## src/design/pbl_ram.sv

```systemverilog
// generic simple dual-port ram with registered read
module pbl_ram #(
    parameter int WIDTH = 8,
    parameter int DEPTH = 64,
    localparam int AW = (DEPTH > 1) ? $clog2(DEPTH) : 1
) (
    input  logic             i_clk,
    input  logic             i_we,
    input  logic [AW-1:0]    i_waddr,
    input  logic [WIDTH-1:0] i_wdata,
    input  logic [AW-1:0]    i_raddr,
    output logic [WIDTH-1:0] o_rdata
);

    logic [WIDTH-1:0] r_mem [DEPTH];
    logic [WIDTH-1:0] r_rdata;

    always_ff @(posedge i_clk) begin
        if (i_we) begin
            r_mem[i_waddr] <= i_wdata;
        end
        r_rdata <= r_mem[i_raddr];
    end

    assign o_rdata = r_rdata;

endmodule

```

## config.mk

```make
export PLATFORM = sky130hd
export DESIGN_NAME = pbl_ram
export DESIGN_NICKNAME = d
export VERILOG_FILES = /design/src/design/pbl_ram.sv
export SDC_FILE = /design/constraint.sdc
export NUM_CORES = 1
export LEC_CHECK = 0
export ABC_AREA = 1
export BUFFER_PORTS_ARGS = -buffer_cell sky130_fd_sc_hd__buf_2
export CAP_MARGIN = 15
export CORE_UTILIZATION = 50
export DETAILED_ROUTE_END_ITERATION = 10
export GPL_ROUTABILITY_DRIVEN = 0
export HOLD_SLACK_MARGIN = 0.03
export PLACE_DENSITY = 0.7
export SLEW_MARGIN = 20
export SYNTH_ARGS = -nofsm -noshare
export SYNTH_HDL_FRONTEND = slang
export SYNTH_SLANG_ARGS = --single-unit
```

## constraint.sdc

```tcl
create_clock -name i_clk -period 2.8 [get_ports i_clk]
set_input_delay 0.14 -clock i_clk [delete_from_list [all_inputs] [get_ports i_clk]]
set_output_delay 0.14 -clock i_clk [all_outputs]
set_load 0.05 [all_outputs]
```

==> summary.txt, run 1 <==
Run status
  • Run status: completed

Critical path
  • CP Cell Sequence: buf_2 -> inv_1 -> nand4_1 -> nor2_1
  • CP Launch Type: input pin
  • Top delay family on crit path: simple AND/OR/NAND/NOR gates
  • Critical Path Sink Type: flop
  • Worst-path fanout max: 9
  • CP bufs+invs: 2
  • Reg2Reg Launch Point: r_mem[59][3]$_DFFE_PP_
  • RR Endpoint: o_rdata[3]$_DFF_P_
  • Reg2reg setup slack: 1.35 ns
  • Worst-case reg-to-reg path depth: 8
  • Slowest stage cell, crit path: nor2_1
  • Worst Path Required: 3.02 ns
  • Slowest stage delay, CP: 0.71 ns
  • WP data arrival: 1.74 ns
  • Crit path kind: input pin to flop

Synth
  • Netlist cell types: 16
  • Sequential share of the synthesized area: 72.80%
  • Mapped cell area: 21340 µm²
  • Top cell type's share of synthesized area: 72.05%
  • Synthesized area per cell: 11.82 µm²
  • Area leader, netlist: edfxtp_1
  • Synth Register Bits: 520
  • Synthesized instance count: 1805
  • Synth Warn #: 0
  • Area contributors post-synth: edfxtp_1 72%, nand2_1 11%, nand3_1 10%
  • Net Count, Synth: 1827

Global route
  • Global-route wire length before repair: 80.67 mm
  • Gr usage total: 24.63%
  • Largest net degree at the start of global routing: 132
  • Initial antenna violation count: 1
  • Vias in the first global route: 13480
  • GR Overflow Total: 0

Die
  • Total core area: 42040 µm²
  • Die ar.: 43510 µm²
  • Die width: 208.6 µm
  • Starting density of the core: 50.76%
  • Chip Height: 208.6 µm
  • I/O Pins: 30
  • # rows: 75

Routing
  • Number of DRC markers in iteration 0: 1757
  • Drt via density: 5.792
  • Pre-antenna DRT Iters: 5
  • Via count: 14090
  • DRC viols: 0
  • Post-DRT Antenna Nets: 0
  • Wire length per cell: 21.78 µm
  • WL final: 52.99 mm

Layout
  • Fin nets: 1875
  • Area grow syn2layout: 10.81%
  • Filler Cell Count: 3420
  • Share of layout cells above drive strength 1: 9.504%
  • Fin util: 56.25%
  • Number of diodes: 0

STA
  • Fin. Hold Viols: 0
  • Final setup viols: 0
  • Final min period: 1.522 ns
  • Max Clock Freq: 657.1 MHz
  • Slew Limit Fails: 0
  • RSZ-0062 raised after global routing: no
  • Worst Max-Slew Pin Slew: 0.8997 ns
  • Max_slew headroom: 40.02%
  • Final period util: 54.35%
  • Clk_skew: 0.01464 ns
  • Setup_tns: 0 ns

Clocking
  • CTS max path bufs: 3
  • Clock transition at path regs: 0.06 ns
  • CTS H-tree lvls: 2
  • Postcts setup bufs: 0
  • Clock root cell: clkbuf_16
  • CTS tree: done
  • Total clock sinks: 520
  • Total CTS buffers: 51
  • Clock Latency Late Sink: 0.59 ns

Power
  • PD cells: 687.9 nW/µm²
  • Leakage: 8.587 nW
  • Worst VDD drop: 0.0004684 V

Min path
  • Worst min-delay path startpoint: i_waddr[0]
  • Worst Hold Path Cells: 3
  • Hold WC Path Type: input pin to flop
  • Worst hold path endpoint: r_mem[50][4]$_DFFE_PP_

Placed design
  • IO Port Bufs: 29
  • HPWL Detailed: 30.09 mm

Job
  • Max-cap violation count: 0
==> placed cells by master (no fill, tap or decap), types with 11 or more instances in the layout <==
cell	Yosys	routed
nand2_1	648	648
edfxtp_1	512	512
nand3_1	439	439
buf_4	14	81
nor2_1	56	56
clkbuf_16	0	53
buf_2	37	19
clkbuf_1	15	13
clkinv_1	0	11
==> cell families after synthesis <==
kind of cell           synth area share, %
buffers and inverters                4.022
and+or+nand+nor                      23.18
DFF                                  72.80
==> per-layer routing <==
| metal | wire, µm | vias up | share of wire [%] | track usage [%] |
|---|---|---|---|---|
| li1 | - | 6438 | - | - |
| met1 | 21940 | 6811 | 41 | 35.72 |
| met2 | 24460 | 756 | 46 | 37.76 |
| met3 | 5192 | 86 | 9.8 | 4.749 |
| met4 | 1385 | 2 | 2.6 | 8.012 |
| met5 | 11 | - | 0.021 | 0 |
==> report_power, final <==
| group | switching (mW) | internal, mW |
|---|---|---|
| clock network | 2.83 | 3.74 |
| registers | 0.0320 | 8.62 |
| logic | 0.802 | 0.247 |
| total | 3.66 | 12.6 |
==> what timing repair did <==
item	4_1_cts	5_1_grt
resized for setup	0	0
endpoints found under the hold margin	8	0
hold buffers	1	0
==> synth_stat cells (all sizes together) <==
cell type / number
inv: 12
edfxtp: 512
dfxtp: 8
buf: 98
nand4: 9
nand2: 648
clkbuf: 15
nor4: 8
nand3: 439
nor2: 56
==> through the flow <==
| step | instance area, µm² | hold WS (ns) | std cells | setup WS [ns] | power (mW) |
|---|---|---|---|---|---|
| 2_1_floorplan | 21340 | 0.2389 | 1805 | 0.8939 | 9.454 |
| 3_3_place_gp | 22040 | 0.5783 | 2338 | 0.7877 | 9.839 |
| 3_5_place_dp | 22040 | 0.5848 | 2338 | 0.7030 | 9.851 |
| 4_1_cts | 23650 | 0.1168 | 2433 | 1.314 | 16.33 |
| 5_1_grt | 23650 | 0.1597 | 2433 | 1.190 | 16.69 |
| 6_report | 23650 | 0.1479 | 2433 | 1.278 | 16.27 |
==> registers in the layout, summed over array words and instances, names as in the netlist <==
signal / cells
r_mem: 512
o_rdata: 8
==> area by class of cell <==
type | instances | area (µm²) | share of cell area, %
sequential | 520 | 15530 | 65.70
multi-input combinational | 1160 | 4946 | 20.92
clock buffer | 70 | 1430 | 6.048
timing repair buffer | 108 | 844.6 | 3.572
tap | 539 | 674.4 | 2.852
clock inverter | 24 | 163.9 | 0.6932
inverter | 12 | 52.55 | 0.2222
==> worst register-to-register path, stage by stage (launching register included) <==
cell      delay [ns]
edfxtp_1        0.37
nand2_1         0.09
nand3_1         0.09
nand3_1         0.16
nand2_1         0.07
nand2_1         0.11
nand3_1         0.15
nand3_1         0.23
nand2_1         0.07
==> worst max path at each step <==
stage               startpoint                      to  slack [ns]  cells after the start
floorplan                 i_we  r_mem[48][0]$_DFFE_PP_        0.89                      3
CTS                 i_waddr[0]  r_mem[10][0]$_DFFE_PP_        1.31                      4
detailed placement  i_waddr[0]  r_mem[10][2]$_DFFE_PP_        0.70                      4
global route        i_waddr[0]  r_mem[10][3]$_DFFE_PP_        1.19                      4
finish              i_waddr[0]  r_mem[10][2]$_DFFE_PP_        1.28                      4
global placement    i_waddr[0]   r_mem[2][4]$_DFFE_PP_        0.79                      4
Note: power is estimated with default switching activity, not from simulation.
==> run 2: changes to the inputs <==
PLACE_DENSITY = 0.72   (was 0.7)
clock period = 1.39 ns   (was 2.8 ns; I/O delays follow)
==> summary.txt, run 2 (synthesis results as in run 1) <==
Critical path
  • CP Cell Sequence: nand2_1 -> nand3_1 -> nand3_1 -> nand2_1 -> nand2_1 -> nand3_1 -> nand3_1 -> nand2_1
  • CP Launch Type: flop
  • Top delay family on crit path: simple AND/OR/NAND/NOR gates
  • CP bufs+invs: 0
  • Worst Path Required: 1.87 ns
  • Slowest stage cell, crit path: edfxtp_1
  • Critical Path Sink Type: flop
  • Worst-path fanout max: 1
  • Crit path kind: flop to flop
  • Worst-case reg-to-reg path depth: 8
  • WP data arrival: 1.87 ns
  • Slowest stage delay, CP: 0.37 ns
  • Levels on crit path: 8

Global route
  • Gr usage total: 24.76%
  • Initial antenna violation count: 1
  • Largest net degree at the start of global routing: 65
  • GR Overflow Total: 0
  • Global-route wire length before repair: 81.27 mm
  • Vias in the first global route: 14010

Layout
  • Number of diodes: 0
  • Final std cells w/o fill: 2519
  • Commonest non-fill, non-tap cell in the layout: nand2_1
  • Fin util: 59.54%
  • Fin nets: 1962
  • Top reg by flops: r_mem
  • Commonest cells after routing, fill and taps aside: 648 x nand2_1, 512 x edfxtp_1, 431 x nand3_1
  • Largest register FFs: 512
  • Share of layout cells above drive strength 1: 15.30%
  • Filler Cell Count: 3186
  • Area grow syn2layout: 17.30%

Placed design
  • IO Port Bufs: 29
  • Dpl cells: 2420
  • Dpl ws: -0.2010 ns
  • HPWL Detailed: 32.68 mm

Die
  • Die width: 208.6 µm
  • # rows: 75
  • Starting density of the core: 50.76%
  • I/O Pins: 30
  • Total core area: 42040 µm²
  • Die ar.: 43510 µm²
  • Chip Height: 208.6 µm

Clocking
  • Total CTS buffers: 50
  • Clock Latency Late Sink: 0.60 ns
  • CTS max path bufs: 3
  • CTS tree: done
  • Clock root cell: clkbuf_16
  • Clock transition at path regs: 0.06 ns
  • Total clock sinks: 520
  • CTS H-tree lvls: 2

STA
  • Clk_skew: 0.01843 ns
  • Final setup viols: 0
  • Final period util: 99.75%
  • RSZ-0062 raised after global routing: yes
  • Fin. Hold Viols: 0
  • Final Hold Slack: 0.03975 ns
  • Max Clock Freq: 721.2 MHz
  • Slew Limit Fails: 0
  • Max_slew headroom: 45.74%
  • Final min period: 1.387 ns
  • Worst Max-Slew Pin Slew: 0.8139 ns
  • Worst setup margin: 0.003451 ns

Routing
  • Pre-antenna DRT Iters: 6
  • Number of DRC markers in iteration 0: 1764
  • Wire length per cell: 21.19 µm
  • Post-DRT Antenna Nets: 0
  • Via count: 14500
  • Drt via density: 5.755
  • WL final: 53.38 mm
  • DRC viols: 0

Min path
  • Worst Hold Path Cells: 1
  • Hold WC Path Type: input pin to flop

Run status
  • Run status: completed

Power
  • Worst VDD drop: 0.0009495 V
  • Leakage: 9.227 nW
  • PD cells: 1349 nW/µm²

Job
  • Max-cap violation count: 0
-- run 2: cell count changes in the layout (fill, tap and decap cells not counted), sizes merged --
cell,change
buf,+82
bufinv,+5
clkbuf,-10
clkinv,+3
dlygate4sd3,+6
-- run 2: through the flow --
stage                     power [mW]  cell area (µm²)  setup TNS, ns
after floorplan                19.08            21530         -29.30
after global routing           34.63            25030       -0.01986
after CTS                      33.83            24990              0
after detailed placement       20.13            23240         -1.180
final                          33.78            25030              0
after global placement         20.08            23240        -0.9937
-- run 2: cell type report --
cell class / instances / area (µm²) / share of cell area [%]
Sequential cell: 520 / 15530 / 62.06
Clock inverter: 32 / 336.6 / 1.345
Multi-Input combinational cell: 1160 / 5121 / 20.46
Timing Repair Buffer: 196 / 1963 / 7.843
Inverter: 12 / 61.31 / 0.2449
Clock buffer: 60 / 1340 / 5.353
Tap cell: 539 / 674.4 / 2.694
-- run 2: power by group --
group	internal (mW)	switching [mW]
clock network	8.16	5.76
registers	17.3	0.0426
logic	0.756	1.71
total	26.3	7.51
-- run 2: final timing paths --
check                      endpoint                    from  slack, ns
max              o_rdata[2]$_DFF_P_  r_mem[23][2]$_DFFE_PP_      0.003
min          r_mem[16][4]$_DFFE_PP_              i_wdata[4]       0.04
max reg2reg      o_rdata[2]$_DFF_P_  r_mem[23][2]$_DFFE_PP_      0.003
min reg2reg      o_rdata[6]$_DFF_P_  r_mem[13][6]$_DFFE_PP_       0.82
-- run 2: routing by layer --
metal	wire length, µm	vias to the layer above	global-route usage, %	share of wire [%]
met5	12	-	0	0.022
met4	1626	2	8.900	3.0
met3	4398	126	4.629	8.2
met2	26280	673	41.14	49
met1	21060	7076	32.74	39
li1	-	6620	-	-
-- run 2: what timing repair did --
item,4_1_cts,5_1_grt
hold buffers,7,0
hold endpoints to repair,208,0
buffers inserted,0,0
setup endpoints to repair,0,6
resized for setup,0,8
==> run 3: changes to the inputs <==
PLACE_DENSITY = 0.7   (was 0.72)
clock period = 1.35 ns   (was 1.39 ns; I/O delays follow)
==> summary.txt, run 3 (synthesis results as in run 1) <==
STA
  • Max_slew headroom: 58.70%
  • Max Clock Freq: 757.5 MHz
  • Final min period: 1.320 ns
  • Final Hold Slack: 0.04296 ns
  • Final setup viols: 0
  • RSZ-0062 raised after global routing: yes
  • Worst Max-Slew Pin Slew: 0.6195 ns
  • Final period util: 97.78%
  • Slew Limit Fails: 0
  • Fin. Hold Viols: 0
  • Clk_skew: 0.02058 ns

Layout
  • Fin util: 59.57%
  • Final std cells w/o fill: 2522
  • Fin nets: 1964
  • Number of diodes: 0
  • Top reg by flops: r_mem
  • Largest register FFs: 512
  • Area grow syn2layout: 17.36%
  • Commonest cells after routing, fill and taps aside: 648 x nand2_1, 512 x edfxtp_1, 427 x nand3_1
  • Share of layout cells above drive strength 1: 15.48%
  • Commonest non-fill, non-tap cell in the layout: nand2_1
  • Design Area, Final: 25040 µm²

Run status
  • Run status: completed

Power
  • Total design power: 33.56 mW
  • Worst VDD drop: 0.0008266 V
  • PD cells: 1340 nW/µm²
  • Leakage: 9.171 nW

Die
  • I/O Pins: 30
  • # rows: 75
  • Die ar.: 43510 µm²
  • Starting density of the core: 50.76%
  • Die width: 208.6 µm
  • Chip Height: 208.6 µm
  • Total core area: 42040 µm²

Critical path
  • Worst-path fanout max: 1
  • CP Cell Sequence: nand2_1 -> nand3_1 -> nand3_1 -> nand2_1 -> nand2_1 -> nand3_1 -> nand3_2 -> nand2_1
  • CP Launch Type: flop
  • Slowest stage delay, CP: 0.35 ns
  • WP data arrival: 1.79 ns
  • Worst Path Required: 1.82 ns
  • Critical Path Sink Type: flop
  • Reg2reg setup slack: 0.03 ns
  • Slowest stage cell, crit path: edfxtp_1
  • Most frequent CP cell: nand2_1
  • Crit path kind: flop to flop

Routing
  • Post-DRT Antenna Nets: 0
  • DRC viols: 0
  • Drt via density: 5.769
  • Wire length per cell: 21.66 µm
  • WL final: 54.62 mm
  • Number of DRC markers in iteration 0: 1665
  • Via count: 14550
  • Pre-antenna DRT Iters: 5

Global route
  • Global-route wire length before repair: 83.29 mm
  • Gr usage total: 25.36%
  • Initial antenna violation count: 0
  • GR Overflow Total: 0
  • Vias in the first global route: 14050
  • Largest net degree at the start of global routing: 65

Clocking
  • Total clock sinks: 520
  • CTS tree: done
  • Clock root cell: clkbuf_16
  • CTS H-tree lvls: 2
  • Clock transition at path regs: 0.06 ns
  • Clock Latency Late Sink: 0.59 ns
  • CTS max path bufs: 3
  • Total CTS buffers: 50
  • Postcts setup bufs: 0

Placed design
  • Placed inst area: 23370 µm²
  • IO Port Bufs: 29
  • HPWL Detailed: 34.20 mm
  • Dpl cells: 2419

Job
  • Max-cap violation count: 0

Min path
  • Hold WC Path Type: input pin to flop
## run 3: cell count changes in the layout (fill, tap and decap cells not counted), moves of 4 or more
cell,delta
clkinv_2,-4
nand3_2,+4
nand3_1,-4
nor2_1,-11
bufinv_16,-6
clkbuf_1,+9
nor2_4,+6
buf_12,+5
clkinv_1,+5
nor2_2,+5
## run 3: worst max-delay path: cells and delay by family (launching register included)
family,cells,cell delay (ns)
flip-flops,1,0.35
AND/OR/NAND/NOR,8,0.86
## run 3: final timing paths
kind / from / endpoint / depth (start not counted)
max: r_mem[17][6]$_DFFE_PP_ / o_rdata[6]$_DFF_P_ / 8
min reg2reg: r_mem[46][7]$_DFFE_PP_ / o_rdata[7]$_DFF_P_ / 8
max reg2reg: r_mem[17][6]$_DFFE_PP_ / o_rdata[6]$_DFF_P_ / 8
min: i_wdata[5] / r_mem[19][5]$_DFFE_PP_ / 1
## run 3: routing by layer
layer  GRT usage (%)  wire length [µm]  part of all wire, %
met1           35.68             22420                   41
met5               0                 0                    0
met4           10.14              1871                  3.4
met3           3.276              4514                  8.3
met2           40.42             25810                   47
## run 3: power breakdown
| part | total, mW | internal [mW] | switching, mW | leakage, nW |
|---|---|---|---|---|
| combinational | 2.60 | 0.818 | 1.79 | 3.76 |
| sequential | 17.9 | 17.9 | 0.0624 | 4.67 |
| clock | 13.0 | 7.27 | 5.75 | 0.740 |
## run 3: area by class of cell
cell class / count / area, µm²
Fill cell: 3284 / 17000
Sequential cell: 520 / 15540
Multi-Input combinational cell: 1160 / 5199
Timing Repair Buffer: 198 / 2056
Clock buffer: 69 / 1374
Tap cell: 539 / 674.4
Clock inverter: 24 / 131.4
Inverter: 12 / 71.32
## run 3: metrics by stage
stage	setup slack, ns	setup TNS, ns
after floorplan	-0.2708	-51.13
after global placement	-0.2817	-2.635
after detailed placement	-0.3047	-3.324
after CTS	0.002725	0
after global routing	-0.008610	-0.01325
final	0.02993	0
## run 3: repair_timing
item / CTS / global route
gates resized for setup: 7 / 11
hold buffers: 10 / 0
hold endpoints to repair: 263 / 0
pin swaps: 0 / 1
setup endpoints to repair: 4 / 7
